<file path="config.mk">
export PLATFORM = sky130hd
export DESIGN_NAME = rds_block_decoder_top
export DESIGN_NICKNAME = d
export VERILOG_FILES = /design/src/rtl/core/rds_pkg.sv /design/src/rtl/core/rds_core.sv /design/src/rtl/core/rds_out_reg.sv /design/src/rtl/core/rds_block_decoder_top.sv
export SDC_FILE = /design/constraint.sdc
export NUM_CORES = 1
export LEC_CHECK = 0
export CAP_MARGIN = 20
export CORE_ASPECT_RATIO = 0.5
export CORE_MARGIN = 2
export CORE_UTILIZATION = 60
export DETAILED_ROUTE_END_ITERATION = 10
export DONT_BUFFER_PORTS = 1
export GPL_ROUTABILITY_DRIVEN = 1
export PLACE_DENSITY = 0.87
export REMOVE_ABC_BUFFERS = 1
export SLEW_MARGIN = 20
export SYNTH_ARGS = -nofsm -noshare
export SYNTH_HDL_FRONTEND = slang
export SYNTH_SLANG_ARGS = --single-unit
</file>
<file path="constraint.sdc">
create_clock -name clk -period 12 [get_ports clk]
set_input_delay 1.2 -clock clk [delete_from_list [all_inputs] [get_ports clk]]
set_output_delay 1.2 -clock clk [all_outputs]
set_load 0.02 [all_outputs]
</file>
<file path="src/rtl/core/rds_pkg.sv">
// ----------------------------------------------------------------------------
// rds_pkg
// Opcodes, block ids and the result record of the RDS block decoder.
// ----------------------------------------------------------------------------
package rds_pkg;

	localparam logic [1:0] OP_BLOCK = 2'd0;
	localparam logic [1:0] OP_TICK  = 2'd1;
	localparam logic [1:0] OP_CLEAR = 2'd2;

	localparam logic [2:0] BLK_A    = 3'd0;
	localparam logic [2:0] BLK_B    = 3'd1;
	localparam logic [2:0] BLK_D    = 3'd3;
	localparam logic [2:0] BLK_CP   = 3'd4;
	localparam logic [2:0] NO_BLOCK = 3'd7;

	localparam logic [7:0] WINDOW_RESET = 8'd6;
	localparam logic [3:0] GROUP_BASIC  = 4'd0;
	localparam logic [3:0] GROUP_FAST   = 4'd15;
	localparam logic [3:0] PAIRS_ALL    = 4'hF;

	typedef struct packed {
		logic [2:0]  result_type;
		logic [15:0] pi_code;
		logic [63:0] name_text;
		logic [3:0]  pair_mask;
		logic        name_complete;
		logic [15:0] group_a0_count;
	} result_t;

endpackage

</file>
<file path="src/rtl/core/rds_core.sv">
// ----------------------------------------------------------------------------
// rds_core
// Decoder state and its next-state logic; updates on each accepted item.
// ----------------------------------------------------------------------------
module rds_core (
	input  logic             clk,
	input  logic             arst_n,
	input  logic             accept,
	input  logic             cfg_we,
	input  logic [7:0]       cfg_data,
	input  logic [1:0]       opcode,
	input  logic [2:0]       block_id,
	input  logic [1:0]       error_count,
	input  logic             in_sync,
	input  logic             in_reset,
	input  logic             overflow,
	input  logic [15:0]      block_word,
	output rds_pkg::result_t res_d
);
	import rds_pkg::*;

	logic [7:0]        window_ticks_q;
	logic [15:0]       pi_q, pi_d;
	logic [3:0][15:0]  name_q, name_d;
	logic [3:0]        pairs_q, pairs_d;
	logic              complete_q, complete_d;
	logic [3:0]        grp_q, grp_d;
	logic              ver_q, ver_d;
	logic [4:0]        seg_q, seg_d;
	logic [15:0]       cnt_q, cnt_d;
	logic              win_q, win_d;
	logic [7:0]        timer_q, timer_d;
	logic [7:0]        last_status_q, last_status_d;
	logic [15:0]       last_word_q, last_word_d;
	logic              last_valid_q, last_valid_d;
	logic [7:0]        status;
	logic [2:0]        rtype;
	logic [3:0]        pairs_set;

	assign status    = {in_sync, overflow, in_reset, block_id, error_count};
	assign pairs_set = pairs_q | (4'b0001 << seg_q[1:0]);

	always_comb begin
		pi_d          = pi_q;
		name_d        = name_q;
		pairs_d       = pairs_q;
		complete_d    = complete_q;
		grp_d         = grp_q;
		ver_d         = ver_q;
		seg_d         = seg_q;
		cnt_d         = cnt_q;
		win_d         = win_q;
		timer_d       = timer_q;
		last_status_d = last_status_q;
		last_word_d   = last_word_q;
		last_valid_d  = last_valid_q;
		rtype         = NO_BLOCK;
		case (opcode)
			OP_BLOCK: begin
				if (!(last_valid_q && status == last_status_q && block_word == last_word_q)) begin
					last_status_d = status;
					last_word_d   = block_word;
					last_valid_d  = 1'b1;
					if (in_sync && !in_reset) begin
						rtype = block_id;
						if (error_count == 2'd0) begin
							case (block_id) inside
								BLK_A, BLK_CP: begin
									pi_d = block_word;
								end
								BLK_B: begin
									grp_d = block_word[15:12];
									ver_d = block_word[11];
									seg_d = block_word[4:0];
									if (block_word[15:12] == GROUP_BASIC) begin
										if (!block_word[11])
											cnt_d = cnt_q + 16'd1;
										win_d   = 1'b1;
										timer_d = window_ticks_q;
									end
								end
								BLK_D: begin
									if (grp_q == GROUP_BASIC) begin
										if (win_q) begin
											name_d[~seg_q[1:0]] = block_word;
											pairs_d = pairs_set;
											if (pairs_set == PAIRS_ALL)
												complete_d = 1'b1;
											win_d = 1'b0;
										end
									end else if (grp_q == GROUP_FAST && ver_q) begin
										seg_d = block_word[4:0];
									end
								end
								default: ;
							endcase
						end
					end
				end
			end
			OP_TICK: begin
				if (win_q) begin
					if (timer_q <= 8'd1) begin
						timer_d = 8'd0;
						win_d   = 1'b0;
					end else begin
						timer_d = timer_q - 8'd1;
					end
				end
			end
			OP_CLEAR: begin
				pi_d       = '0;
				name_d     = '0;
				pairs_d    = '0;
				complete_d = 1'b0;
				seg_d      = '0;
				cnt_d      = '0;
			end
			default: ;
		endcase
	end

	always_comb begin
		res_d.result_type    = rtype;
		res_d.pi_code        = pi_d;
		res_d.name_text      = name_d;
		res_d.pair_mask      = pairs_d;
		res_d.name_complete  = complete_d;
		res_d.group_a0_count = cnt_d;
	end

	always_ff @(posedge clk or negedge arst_n) begin
		if (!arst_n) begin
			window_ticks_q <= WINDOW_RESET;
		end else if (cfg_we) begin
			window_ticks_q <= cfg_data;
		end
	end

	always_ff @(posedge clk or negedge arst_n) begin
		if (!arst_n) begin
			pi_q          <= '0;
			name_q        <= '0;
			pairs_q       <= '0;
			complete_q    <= 1'b0;
			grp_q         <= '0;
			ver_q         <= 1'b0;
			seg_q         <= '0;
			cnt_q         <= '0;
			win_q         <= 1'b0;
			timer_q       <= '0;
			last_status_q <= '0;
			last_word_q   <= '0;
			last_valid_q  <= 1'b0;
		end else if (accept) begin
			pi_q          <= pi_d;
			name_q        <= name_d;
			pairs_q       <= pairs_d;
			complete_q    <= complete_d;
			grp_q         <= grp_d;
			ver_q         <= ver_d;
			seg_q         <= seg_d;
			cnt_q         <= cnt_d;
			win_q         <= win_d;
			timer_q       <= timer_d;
			last_status_q <= last_status_d;
			last_word_q   <= last_word_d;
			last_valid_q  <= last_valid_d;
		end
	end

endmodule

</file>
<file path="src/rtl/core/rds_out_reg.sv">
// ----------------------------------------------------------------------------
// rds_out_reg
// Result register with valid/ready; can_load is high whenever it is empty or drained.
// ----------------------------------------------------------------------------
module rds_out_reg (
	input  logic             clk,
	input  logic             arst_n,
	input  logic             load,
	input  rds_pkg::result_t res_d,
	input  logic             out_ready,
	output logic             out_valid,
	output logic             can_load,
	output rds_pkg::result_t res_q
);
	import rds_pkg::*;

	assign can_load = !out_valid || out_ready;

	always_ff @(posedge clk or negedge arst_n) begin
		if (!arst_n) begin
			out_valid <= 1'b0;
		end else if (load) begin
			out_valid <= 1'b1;
		end else if (out_ready) begin
			out_valid <= 1'b0;
		end
	end

	always_ff @(posedge clk) begin
		if (load)
			res_q <= res_d;
	end

endmodule

</file>
<file path="src/rtl/core/rds_block_decoder_top.sv">
// ----------------------------------------------------------------------------
// rds_block_decoder_top
// RDS block decoder: PI code, 0A group count and eight-character name.
// ----------------------------------------------------------------------------
// Input channel (in_valid/in_ready) carries one transaction per block, tick
// or clear; output channel (out_valid/out_ready) returns one result per
// input transaction, in order.
// The decoder state updates at the input accept edge; the result is
// registered, so it appears in the cycle after acceptance.
// Throughput is one transaction per cycle while the receiver takes each
// result, set by the single result register: in_ready is high while that
// register is empty or being drained in the same cycle.
// When the receiver stalls, the result holds and in_ready drops until the
// result is taken.
// cfg_we writes window_ticks from cfg_data; write only while idle.
// Reset (arst_n low) clears all decoded data and the repeat history, sets
// window_ticks to 6 and empties the result register.
// ----------------------------------------------------------------------------
module rds_block_decoder_top (
	input  logic        clk,
	input  logic        arst_n,
	input  logic        cfg_we,
	input  logic [7:0]  cfg_data,
	input  logic        in_valid,
	output logic        in_ready,
	input  logic [1:0]  opcode,
	input  logic [2:0]  block_id,
	input  logic [1:0]  error_count,
	input  logic        in_sync,
	input  logic        in_reset,
	input  logic        overflow,
	input  logic [15:0] block_word,
	output logic        out_valid,
	input  logic        out_ready,
	output logic [2:0]  result_type,
	output logic [15:0] pi_code,
	output logic [63:0] name_text,
	output logic [3:0]  pair_mask,
	output logic        name_complete,
	output logic [15:0] group_a0_count
);
	import rds_pkg::*;

	result_t res_d;
	result_t res_q;
	logic    accept;

	assign accept = in_valid && in_ready;

	rds_core u_core (
		.clk         (clk),
		.arst_n      (arst_n),
		.accept      (accept),
		.cfg_we      (cfg_we),
		.cfg_data    (cfg_data),
		.opcode      (opcode),
		.block_id    (block_id),
		.error_count (error_count),
		.in_sync     (in_sync),
		.in_reset    (in_reset),
		.overflow    (overflow),
		.block_word  (block_word),
		.res_d       (res_d)
	);

	rds_out_reg u_out (
		.clk       (clk),
		.arst_n    (arst_n),
		.load      (accept),
		.res_d     (res_d),
		.out_ready (out_ready),
		.out_valid (out_valid),
		.can_load  (in_ready),
		.res_q     (res_q)
	);

	assign result_type    = res_q.result_type;
	assign pi_code        = res_q.pi_code;
	assign name_text      = res_q.name_text;
	assign pair_mask      = res_q.pair_mask;
	assign name_complete  = res_q.name_complete;
	assign group_a0_count = res_q.group_a0_count;

endmodule

</file>
==> flow_summary_export.csv <==
group,metric,value,unit
critical_path,cp.required,12270,ps
clock_network,clockRootBuffer,"clkbuf_16",
final_layout,n_antenna_cell,0,
detailed_routing,wl_per_cell,24.6,um
clock_network,clock_sinks,255,
global_routing,met3_usage,6.01,%
sta,fin_skew,9.74,ps
clock_network,cts_tree,"done",
global_routing,grt_overflow,0,
placed_design,dp_cells,1168,
floorplan,initial_utilization,60.9,%
detailed_routing,drtIter0Drc,1169,
power,combPwrFrac,6.9,%
final_layout,ff_latch_area,6900,um^2
placed_design,pre_cts_slack,7800,ps
clock_network,clock_path_buffers,3,
sta,layout_setup_ws,8290,ps
job,maxCapViolCount,0,
critical_path,criticalPathCategory,"input port to register",
logic_synthesis,async_flop_share,59.2,%
sta,slew_viol_final,0,
placed_design,place.gp.congestion,0.934,
power,p_sw_share,23.9,%
global_routing,antenna_found_initial,0,
sta,setup_violations,0,
sta,clock.fmax,0.269,GHz
clock_network,cts_buffers,23,
clock_network,cts_hold_buf,0,
logic_synthesis,synthCells,962,
logic_synthesis,ys_top_cells_by_area,"dfrtp_1 32%, edfxtp_1 27%, a22o_1 7.7%",
floorplan,dieArea,20800,um^2
final_layout,nNetsFinal,970,
logic_synthesis,netlist-cell-type-count,81,
logic_synthesis,syn-cell-area,11800,um^2
power,sequentialPowerShare,53.6,%
placed_design,placed_cell_area,11900,um^2
final_layout,drive_gt1_share,10.4,%
power,p_leak,4.99,nW
power,vdd_drop_max,0.0801,mV
floorplan,coreArea,19300,um^2
global_routing,grt_pass1_vias,8100,
power,power_density,149,nW/um^2
global_routing,track_usage,28.5,%
global_routing,busiest_layer,"met2",
sta,timing.final.crit_period,3710,ps
floorplan,die_y,103,um
critical_path,cp-start-kind,"input port",
logic_synthesis,syn_avg_cell_area,12.2,um^2
final_layout,multi_input_area,4520,um^2
global_routing,grt_util_met2,45.2,%
final_layout,n_fill_cell,1299,
logic_synthesis,seq_area_frac_synth,58.7,%
final_layout,syn_to_final_growth,7.54,%
sta,finalCritPeriodShare,31.0,%
floorplan,ios,145,
detailed_routing,ant_nets,0,
final_layout,final_cells,1211,
clock_network,htreeDepth,1,
global_routing,use_met1,39.9,%
detailed_routing,drtPass1Iterations,8,
final_layout,stdcell_area,12700,um^2
detailed_routing,wl,29800,um
critical_path,arrival,3980,ps
placed_design,portBuffers,0,
global_routing,grt_max_degree,152,
logic_synthesis,synth_warnings,0,
power,p_int,1.44,mW
critical_path,cp-end-kind,"register",
detailed_routing,via_per_inst,7.05,
logic_synthesis,ys_seq_elements,255,
power,clockPowerShare,39.5,%
clock_network,clkTransAtPathRegs,70,ps
floorplan,dieWidth,202,um
logic_synthesis,yosysTopAreaCell,"dfrtp_1",
worst_hold_path,hp-class,"input port to asynchronous set/reset pin",
sta,finalHoldViolCount,0,
sta,fin_tns_setup,0,ps
sta,slew_headroom,30.1,%
detailed_routing,drc,0,
sta,rsz0062_at_grt,"no",
clock_network,ctsResizeCount,0,
clock_network,cts_setup_buffers,0,
detailed_routing,via_count,8543,
clock_network,clk_latency,510,ps
run_status,status,"finished, final reports clean",
logic_synthesis,synth_edf_count,104,
global_routing,grt_pass1_wl,46100,um
placed_design,dp_hpwl,19200,um
logic_synthesis,synthTopCellsByCount,"149 x dfrtp_1, 106 x nand2_1, 104 x a22o_1, 104 x edfxtp_1, 41 x clkbuf_1",
logic_synthesis,ys.flop_type,"dfrtp_1",
sta,tightest_slew,1040,ps
logic_synthesis,synth_top_area_share,31.7,%
logic_synthesis,synth_most_common_cell,"dfrtp_1",
critical_path,crit_path_max_fanout,23,
floorplan,fp-row-count,36,
power,switchingPower,452,uW
[cell usage in the layout, fill, tap and decap left out, types with 5 or more instances in the layout]
cell,instances
mux2_2,15
a22oi_1,8
nor3_2,6
xnor2_1,17
mux2i_1,25
a22o_1,104
o21ai_1,13
dfrtp_1,149
o2bb2ai_1,24
nand2b_1,9
or4_1,6
clkbuf_16,23
clkbuf_1,5
nand3_1,23
mux2_1,23
o21ai_0,10
edfxtp_1,104
clkinv_2,5
and2_1,8
inv_1,12
or3_1,5
o21a_1,6
buf_4,9
a21oi_1,18
xor2_1,11
nand2_1,106
clkbuf_8,5
nor4_1,8
nand4_1,17
or2_2,5
nor3_1,19
a221o_1,5
nor2_1,26
o211ai_1,20
[layer usage]
metal / part of all wire [%] / vias up
met5: 0 / -
met4: 2.8 / 0
met3: 11 / 79
met2: 46 / 583
met1: 41 / 4257
li1: - / 3624
[logic make-up after synthesis]
group                    count (synthesis)  share of synthesized area [%]
AND/OR/NAND/NOR                        269                           12.1
XOR/XNOR                                28                           2.08
buffers and inverters                   83                           3.17
adder cells (fa/ha/maj)                  3                          0.319
flip-flops                             255                           58.7
AO/OA/AOI/OAI                          261                           17.9
multiplexers                            63                           5.76
[path summary, 6_finish.rpt]
kind / to / depth (start not counted) / slack (ps) / startpoint
setup reg to reg: u_out.res_q[86]$_DFFE_PP_ / 7 / 8540 / u_core.last_word_q[7]$_DFFE_PN0P_
max in group asynchronous: u_core.name_q[7]$_DFFE_PN0P_ / 0 / 11420 / arst_n
hold reg to reg: u_core.name_q[35]$_DFFE_PN0P_ / 1 / 490 / u_core.name_q[35]$_DFFE_PN0P_
hold / removal: u_core.window_ticks_q[5]$_DFFE_PN0P_ / 0 / 380 / arst_n
min in group clk: u_core.name_q[35]$_DFFE_PN0P_ / 1 / 490 / u_core.name_q[35]$_DFFE_PN0P_
setup / recovery: u_out.res_q[86]$_DFFE_PP_ / 7 / 8290 / block_word[7]
[power groups by stage]
stage | registers (mW) | logic [mW] | clock network (mW)
6_report | 1.01 | 0.131 | 0.747
5_1_grt | 1.02 | 0.143 | 0.785
4_1_cts | 1.01 | 0.129 | 0.750
3_5_place_dp | 1.03 | 0.127 | 0
3_3_place_gp | 1.03 | 0.120 | 0
2_1_floorplan | 1.02 | 0.0979 | 0
[final cells by class]
| type | instances | area share (%) |
|---|---|---|
| timing repair buffer | 10 | 0.574 |
| clock buffer | 33 | 5.24 |
| clock inverter | 9 | 0.811 |
| tap | 266 | 2.63 |
| inverter | 14 | 0.435 |
| multi-input combinational | 624 | 35.7 |
| sequential | 255 | 54.6 |
[state kept, by name, summed over array words and instances (netlist names), 8 cells and up]
signal	count
u_core.last_word_q	16
u_core.last_status_q	8
u_core.name_q	64
u_core.timer_q	8
u_core.pi_q	16
u_out.res_q	104
u_core.cnt_q	16
u_core.window_ticks_q	8
[critical path: stages]
cell	delay (ps)
xnor2_1	250
nand4_1	220
or4_1	780
o21ai_2	850
nor3_2	80
buf_4	270
mux2_2	310
[per-stage QoR]
stage	utilization, %	power [mW]	hold WS (ps)
final	65.5	1.89	379
after global routing	65.5	1.95	359
after CTS	65.4	1.89	371
after detailed placement	61.4	1.16	475
after global placement	61.4	1.15	472
after floorplan	-	1.12	457
(Power assumes the default switching activity.)
